===== config.mk =====
export PLATFORM = sky130hd
export DESIGN_NAME = bpfa_word_unit
export DESIGN_NICKNAME = d
export VERILOG_FILES = /design/src/rtl/bitmap_page_frame_allocator_macros.svh /design/src/rtl/bpfa_pkg.sv /design/src/rtl/bpfa_word_unit.sv
export SDC_FILE = /design/constraint.sdc
export NUM_CORES = 1
export LEC_CHECK = 0
export ABC_AREA = 1
export BUFFER_PORTS_ARGS = -buffer_cell sky130_fd_sc_hd__buf_2
export CORE_MARGIN = 4
export CORE_UTILIZATION = 55
export DETAILED_ROUTE_END_ITERATION = 10
export PLACE_DENSITY = 0.84
export SYNTH_ARGS = -nofsm -noshare
export SYNTH_HDL_FRONTEND = slang
export SYNTH_SLANG_ARGS = --single-unit

===== constraint.sdc =====
create_clock -name vclk -period 22.2
set_input_delay 0 -clock vclk [all_inputs]
set_output_delay 0 -clock vclk [all_outputs]
set_load 0.02 [all_outputs]

===== src/rtl/bitmap_page_frame_allocator_macros.svh =====
// Assertion macros shared by the page frame allocator RTL.
`ifndef BITMAP_PAGE_FRAME_ALLOCATOR_MACROS_SVH
`define BITMAP_PAGE_FRAME_ALLOCATOR_MACROS_SVH

// Same-cycle implication, checked at every rising clock edge out of reset.
`define BPFA_ASSERT_IMP(lbl, ante, cons) \
	lbl: assert property (@(posedge clk) disable iff (!arst_n) (ante) |-> (cons)) \
		else $error("allocator check failed");

// Next-cycle implication, checked at every rising clock edge out of reset.
`define BPFA_ASSERT_NXT(lbl, ante, cons) \
	lbl: assert property (@(posedge clk) disable iff (!arst_n) (ante) |=> (cons)) \
		else $error("allocator check failed");

`endif


===== src/rtl/bpfa_pkg.sv =====
// Types, constants and codes shared by the page frame allocator.
`timescale 1ns / 1ps
package bpfa_pkg;
	localparam int PAGE_W     = 21;
	localparam int ADDR_W     = 32;
	localparam int CNT_W      = 8;
	localparam int FIRST_W    = 20;
	localparam int WORD_W     = 8;
	localparam int OFS_W      = 3;
	localparam int PAGE_SHIFT = 12;
	localparam int POP_W      = 4;

	localparam int NUM_BLOCKS_DEF = 32768;
	localparam int MAX_RUN_DEF    = 255;
	localparam logic [PAGE_W-1:0] TOTAL_RESET = 21'd32768;

	localparam logic [1:0] CMD_ALLOC     = 2'd0;
	localparam logic [1:0] CMD_FREE      = 2'd1;
	localparam logic [1:0] CMD_MARK_FREE = 2'd2;
	localparam logic [1:0] CMD_MARK_USED = 2'd3;

	localparam logic [1:0] STAT_OK       = 2'd0;
	localparam logic [1:0] STAT_NO_SPACE = 2'd1;
	localparam logic [1:0] STAT_NULL     = 2'd2;
	localparam logic [1:0] STAT_RANGE    = 2'd3;

	typedef enum logic [3:0] {
		S_INIT,
		S_IDLE,
		S_RCNT_RD,
		S_RCNT_PR,
		S_SCAN_RD,
		S_SCAN_PR,
		S_APPLY_RD,
		S_APPLY_PR,
		S_DONE
	} state_t;

	typedef struct packed {
		logic [PAGE_W-1:0] base;
		logic [PAGE_W-1:0] lo;
		logic [PAGE_W-1:0] hi;
		logic              val;
		logic [CNT_W-1:0]  need;
		logic [CNT_W-1:0]  run;
	} word_ctl_t;

	typedef struct packed {
		logic [WORD_W-1:0] new_word;
		logic [POP_W-1:0]  flips;
		logic [POP_W-1:0]  ones;
		logic [POP_W-1:0]  zeros;
		logic [CNT_W-1:0]  run;
		logic              found;
		logic [PAGE_W-1:0] start;
	} word_res_t;
endpackage


===== src/rtl/bpfa_word_unit.sv =====
// Shared unit that counts, rewrites and run-scans one bitmap word.
`timescale 1ns / 1ps
module bpfa_word_unit (
	input  logic [bpfa_pkg::WORD_W-1:0] word,
	input  bpfa_pkg::word_ctl_t         ctl,
	output bpfa_pkg::word_res_t         res
);
	always_comb begin
		logic [bpfa_pkg::PAGE_W-1:0] pj;
		logic                        inr;
		res = '0;
		res.run = ctl.run;
		for (int j = 0; j < bpfa_pkg::WORD_W; j++) begin
			pj = ctl.base + bpfa_pkg::PAGE_W'(j);
			inr = (pj >= ctl.lo) && (pj < ctl.hi);
			res.new_word[j] = inr ? ctl.val : word[j];
			res.flips = res.flips + bpfa_pkg::POP_W'(inr && (word[j] != ctl.val));
			res.ones  = res.ones  + bpfa_pkg::POP_W'(inr && word[j]);
			res.zeros = res.zeros + bpfa_pkg::POP_W'(inr && !word[j]);
			// Run search walks the pages in order and stops at the first fit.
			if ((pj < ctl.hi) && !res.found) begin
				if (word[j]) begin
					res.run = '0;
				end else begin
					res.run = res.run + 1'b1;
					if (res.run == ctl.need) begin
						res.found = 1'b1;
						res.start = pj + 1'b1 - bpfa_pkg::PAGE_W'(ctl.need);
					end
				end
			end
		end
	end
endmodule


**Word-level counts from Yosys, hierarchy flattened**

Cells that the tools add are included.

- Logic and storage cells: 177
- Register bits after elaboration: 0
- Input bits: 88
- Output and inout port bits: 50

- Equal/unequal tests: 16
- $lt $le $gt $ge: 16
- $add $sub $neg: 51
- Multiplexer cells: 40
- Reduce and logical (&&, ||, !) cells: 54

Operators by type and width:

| kind | number |
|---|---|
| two-way mux 22 bit | 16 |
| two-way mux 30 bit | 8 |
| adder 21 x 1 -> 21 bit (second input constant) | 8 |
| >= comparator 21 bit | 8 |
| < comparator 21 bit | 8 |
| subtractor 21 x 8 -> 21 bit | 8 |
| adder 21 x 3 -> 21 bit (second input constant) | 4 |
| adder 8 x 1 -> 8 bit (second input constant) | 8 |
| equality test 8 bit | 8 |
| two-way mux 8 bit | 8 |
| adder 4 x 1 -> 4 bit | 12 |
| adder 21 x 2 -> 21 bit (second input constant) | 2 |
| logical AND 1 bit | 39 |
| logical NOT 1 bit | 15 |
| adder 3 x 1 -> 4 bit | 3 |
| adder 2 x 1 -> 3 bit | 3 |
| two-way mux 1 bit | 8 |
| inequality test 1 bit | 8 |
| adder 1 x 1 -> 2 bit | 3 |

**Longest topological paths before layout**

Gate-level depths: netlist (run 1).

- Depth in word-level cells: 40
- Depth in mapped cells: 69
- Gate-level depth less buffers: 68

**Worst setup path after synthesis (run 1)**

OpenSTA, ideal clock, no wires.

- Kind: input -> output
- Start point: in ctl[66] (netlist bit)
- End point: out res[22] (netlist bit)
- Stages: 53
- Arrival: 8.304 ns
- Path buffers: 3
- Data required time: 22.200 ns
- Setup slack: 13.896 ns
- Cells stage by stage: clkbuf_1 -> nand2_1 -> nor2_1 -> inv_1 -> nor2_1 -> inv_1 -> nor4_1 -> nand2_1 -> xor2_1 -> ha_1 -> a21oi_1 -> o21ai_0 -> a21oi_1 -> nand2_1 -> nor2_1 -> nand2_4 -> inv_1 -> o22ai_1 -> (+17 left out) -> nand4_2 -> buf_6 -> nand4_2 -> nand2_4 -> inv_2 -> ha_1 -> nand3_1 -> nor2_1 -> nand2_1 -> nand2_1 -> nor2_1 -> nor3_1 -> nand2_1 -> nor3_1 -> nand3_2 -> and3_1 -> clkbuf_1 -> o21ai_0

RTL lines:

| what | RTL line | source |
|---|---|---|
| start, declared | bpfa_word_unit.sv:5 | `input bpfa_pkg::word_ctl_t ctl,` |
| end, declared | bpfa_word_unit.sv:6 | `output bpfa_pkg::word_res_t res` |

==> results of run 1 <==
==> layer usage <==
metal	track usage (%)	wire length, µm	up-vias	part of all wire [%]
li1	-	-	11700	-
met1	47.1	33300	11000	40
met2	57.0	35300	1294	42
met3	4.73	8620	267	10
met4	20.4	5950	2	7.1
met5	0	13	-	0.016
==> path summary, 6_finish.rpt <==
path / from / end / slack, ps / depth (start not counted)
max: ctl[63] / res[3] / 10200 / 55
min: word[7] / res[49] / 380 / 4
==> critical path, delay by kind of cell <==
family	cells	cell delay, ps
fa+ha+maj	4	1160
simple gates	34	7850
compound gates	7	1220
xor+xnor	3	810
buf+inv	7	860
==> cell families after synthesis <==
kind of cell / Yosys count
buffers and inverters: 567
XOR/XNOR: 241
AND/OR/NAND/NOR: 1387
adder cells (fa/ha/maj): 553
multiplexers: 10
AO/OA/AOI/OAI: 656
==> power groups by stage <==
stage	clock, W	sequential (W)	combinational [W]
2_1_floorplan	0	0	0.000579
3_3_place_gp	0	0	0.000743
3_5_place_dp	0	0	0.000756
4_1_cts	0	0	0.000761
5_1_grt	0	0	0.000860
6_report	0	0	0.000781
==> per-stage QoR <==
| step | util (%) | setup slack [ps] | area [µm²] |
|---|---|---|---|
| detailed placement | 58.3 | 10540 | 23400 |
| finish | 58.3 | 10200 | 23400 |
| floorplan | - | 13900 | 22500 |
| global placement | 58.3 | 10880 | 23400 |
| CTS | 58.3 | 10500 | 23400 |
| global route | 58.3 | 9250 | 23400 |
==> cell usage after synthesis, types with 11 or more instances <==
master,n
o211ai_1,19
xor2_1,197
fa_1,25
a21o_1,23
xnor2_1,43
nor3_1,22
o21ai_0,177
nand2_2,81
nand3_2,16
inv_1,464
o21bai_1,28
inv_2,26
nand4_1,69
o22ai_1,15
nand3_1,186
clkinv_1,12
nor2_2,14
ha_1,528
nand2_1,649
nor2_1,241
nand2_4,29
a21oi_1,290
o21a_1,12
nor4_1,11
nor2_4,20
clkbuf_1,30
nand3_4,14
a211oi_1,14
==> final cells by class <==
class,count,share of cell area (%)
tap,525,2.81
timing repair buffer,141,3.05
inverter,506,8.18
multi-input combinational,2847,86.0
==> impl_metrics.json, run 1 <==
{
  "synth_top_family_by_area": "adder cells",
  "yosysSeqAreaShare_pct": 0,
  "layout_commonest_cell": "nand2_1",
  "seq_area_um2": 0,
  "fmax_ghz": 0.0833,
  "grt_overflow_total": 0,
  "cp.required_ps": 22200,
  "synth-xor-area-share_pct": 9.45,
  "start_util_pct": 56.1,
  "finalSetupViolCount": 0,
  "grt_max_degree": 35,
  "fin_crit_ps": 12000,
  "grt_pass1_wl_um": 127000,
  "drc": 0,
  "rsz0062_at_grt": "no",
  "hpwl_um": 70000,
  "crit_top_cell": "nand2_1",
  "vias": 24300,
  "setup.worst_path.start_class": "primary input",
  "relSlewSlack_pct": 11.5,
  "outcome": "finished clean",
  "grt_pass1_vias": 22800,
  "yosys.area_share.adder_pct": 31.6,
  "maxCapViolCount": 0,
  "syn-num-nets": 4055,
  "leakage_nw": 12.9,
  "setup_tns_ps": 0,
  "final_hold_viol_count": 0,
  "gp_congestion": 1.17,
  "nFillCells": 3943,
  "power_switching_w": 0.000517,
  "nClkBuffers": 0,
  "routedWlPerCell_um": 20.7,
  "ir_worst_vdd_mv": 0.0190,
  "ioPinCount": 138,
  "final.period_utilization_pct": 54.1,
  "sw_frac_of_total_pct": 66.2,
  "avgSynthCellArea_um2": 6.58,
  "wirelength_um": 83200,
  "ctsHoldBuffers": 0,
  "syn_area_um2": 22500,
  "ys_warn_count": 0,
  "combinationalPowerShare_pct": 100.0,
  "fin_nets": 4137,
  "slew_violations": 0,
  "synth_top_area_cell": "ha_1",
  "placementRows": 73,
  "synth_top_area_share_pct": 29.4,
  "die-area_um2": 44200,
  "drive_gt1_share_pct": 11.3,
  "endpoint_kind": "primary output",
  "n_sequential_cell": 0,
  "p_int_w": 0.000264,
  "hold_path.class": "in -> out",
  "worstPathMaxFanout": 26,
  "cpPeakStageDelay_ps": 670,
  "crit_arrival_ps": 12000,
  "crit_path_top_delay_cell": "nand4_2",
  "synth_area_leaders": "ha_1 (29%), nand2_1 (11%), inv_1 (7.7%)",
  "final_cell_mix": "nand2_1 (649), ha_1 (528), inv_1 (464), a21oi_1 (290), nor2_1 (241)",
  "post_cts_resized": 0,
  "drt_first_iter_violations": 2581,
  "power_w": 0.000781,
  "seqPwrFrac_pct": 0,
  "tightest_slew_ps": 1320,
  "synth_mux_area_share_pct": 0.451,
  "core-area_um2": 40100,
  "post_cts.repair.setup_buffers": 0,
  "synth_compound_area_share_pct": 17.4,
  "drt_first_pass_iters": 6,
  "grt_usage_pct": 36.0,
  "antenna_cells": 0,
  "p_clk_share_pct": 0,
  "synth_cell_type_count": 75,
  "antenna_found_initial": 1,
  "post-place-cells": 4019,
  "critPathKind": "in -> out",
  "fp.dieW_um": 210,
  "fin_cells": 4019,
  "io_buffer_count": 138,
  "power_density_nw_per_um2": 33.4,
  "synthSimpleGateAreaFrac_pct": 30.5,
  "synth_cells": 3414,
  "holdWs_ps": 385,
  "viasPerCell": 6.03,
  "multi_input_area_um2": 20100,
  "postRouteAntennaNets": 0,
  "synthToLayoutAreaGrowth_pct": 3.94,
  "die_h_um": 210
}
No activity file was read; power rests on OpenSTA's default activity.
==> run 2, diff against run 1 <==
==> constraint.sdc (replaced) <==
create_clock -name vclk -period 11.45
set_input_delay 0 -clock vclk [all_inputs]
set_output_delay 0 -clock vclk [all_outputs]
set_load 0.02 [all_outputs]
==> run 2 against run 1 <==
  * First-iteration DRC count fell by 7.7%
  * Critical endpoint is now res[2]
  * Global-route usage fell by 0.31 points
  * Cell area rose by 0.32%
  * Critical path depth fell by 6
  * Largest cell class unchanged
  * Sequential share of layout area did not move
  * Final cell count rose by 0.15%
  * Via count fell by 0.39%
==> impl_metrics.json, run 2 (synthesis gave the netlist of run 1 again) <==
{
  "routedWlPerCell_um": 20.6,
  "die_h_um": 210,
  "fin_crit_ps": 10560,
  "setup_tns_ps": 0,
  "core-area_um2": 40100,
  "nFillCells": 3918,
  "grt_max_degree": 35,
  "crit_start": "ctl[63]",
  "finalSetupViolCount": 0,
  "dp_worst_setup_slack_ps": 525,
  "fp.dieW_um": 210,
  "tightest_slew_ps": 1230,
  "relSlewSlack_pct": 17.2,
  "slew_violations": 0,
  "drive_gt1_share_pct": 11.5,
  "ir_worst_vdd_mv": 0.0308,
  "leakage_nw": 13.0,
  "post_cts.repair.setup_buffers": 0,
  "crit_arrival_ps": 10560,
  "layout_commonest_cell": "nand2_1",
  "final_cell_mix": "nand2_1 (649), ha_1 (528), inv_1 (464), a21oi_1 (290), nor2_1 (239)",
  "worstPathMaxFanout": 19,
  "outcome": "finished clean",
  "nClkBuffers": 0,
  "fin_nets": 4143,
  "io_buffer_count": 138,
  "seq_area_um2": 0,
  "maxCapViolCount": 0,
  "power_density_nw_per_um2": 64.4,
  "crit_path_top_delay_cell": "a2111oi_0",
  "cp.required_ps": 11450,
  "holdCritStartpoint": "word[7]",
  "setup.worst_path.start_class": "primary input",
  "wirelength_um": 83100,
  "n_sequential_cell": 0,
  "fmax_ghz": 0.0947,
  "critPathKind": "in -> out",
  "synthToLayoutAreaGrowth_pct": 4.27,
  "final_hold_viol_count": 0,
  "endpoint_kind": "primary output",
  "die-area_um2": 44200,
  "drc": 0,
  "hpwl_um": 70000,
  "crit_top_cell": "nand2_1",
  "gp_congestion": 1.13,
  "drt_first_iter_violations": 2382,
  "placementRows": 73,
  "vias": 24200,
  "cpPeakStageDelay_ps": 550,
  "drt_first_pass_iters": 7,
  "antenna_found_initial": 0,
  "grt_overflow_total": 0,
  "rsz0062_at_grt": "no",
  "ioPinCount": 138,
  "postRouteAntennaNets": 0,
  "holdWs_ps": 378,
  "final.period_utilization_pct": 92.2,
  "power_w": 0.00151,
  "antenna_cells": 0,
  "grt_usage_pct": 35.7,
  "fin_ws_ps": 891,
  "viasPerCell": 6.00,
  "grt_pass1_wl_um": 124000,
  "grt_pass1_vias": 22300,
  "hold_path.class": "in -> out",
  "start_util_pct": 56.1
}
[run 2: worst paths after layout]
check,cells after the start,to,slack (ps)
setup / recovery,49,res[2],890
hold / removal,4,res[49],380
[run 2: worst max-delay path, delay by kind of cell]
kind                       cells  cell delay (ps)
and+or+nand+nor               28             5850
xor gates and xnor gates       2              400
adders and majority gates      3              740
buffers and inverters          8             1090
AOI/OAI and AO/OA              8             2380
[run 2: final cells by class]
class | instances | area (µm²) | share of cell area (%)
Inverter | 506 | 1910 | 8.15
Multi-Input combinational cell | 2847 | 20100 | 85.8
Tap cell | 525 | 657 | 2.80
Timing Repair Buffer | 147 | 758 | 3.24
[run 2: metrics by stage]
stage / area (µm²) / utilization [%] / std cells
2_1_floorplan: 22500 / - / 3414
3_3_place_gp: 23400 / 58.4 / 4025
3_5_place_dp: 23400 / 58.4 / 4025
4_1_cts: 23400 / 58.4 / 4025
5_1_grt: 23400 / 58.4 / 4025
6_report: 23400 / 58.4 / 4025
[run 2: what timing repair did]
| action | in CTS | in global routing |
|---|---|---|
| gates resized for setup | 0 | 5 |
| endpoints found under the setup margin | 0 | 30 |
| hold buffers | 0 | 0 |
[run 2: report_power, final]
| group | internal (W) | switching [W] | total [W] |
|---|---|---|---|
| Combinational | 0.000513 | 0.000997 | 0.00151 |
| Sequential | 0 | 0 | 0 |
| Clock | 0 | 0 | 0 |
| Total | 0.000513 | 0.000997 | 0.00151 |
[run 2: routing by layer]
metal	GRT usage [%]	up-vias	routed length, µm
li1	-	11700	-
met1	46.2	10900	33300
met2	56.4	1270	34900
met3	4.35	270	8270
met4	22.3	0	6600
met5	0	-	0
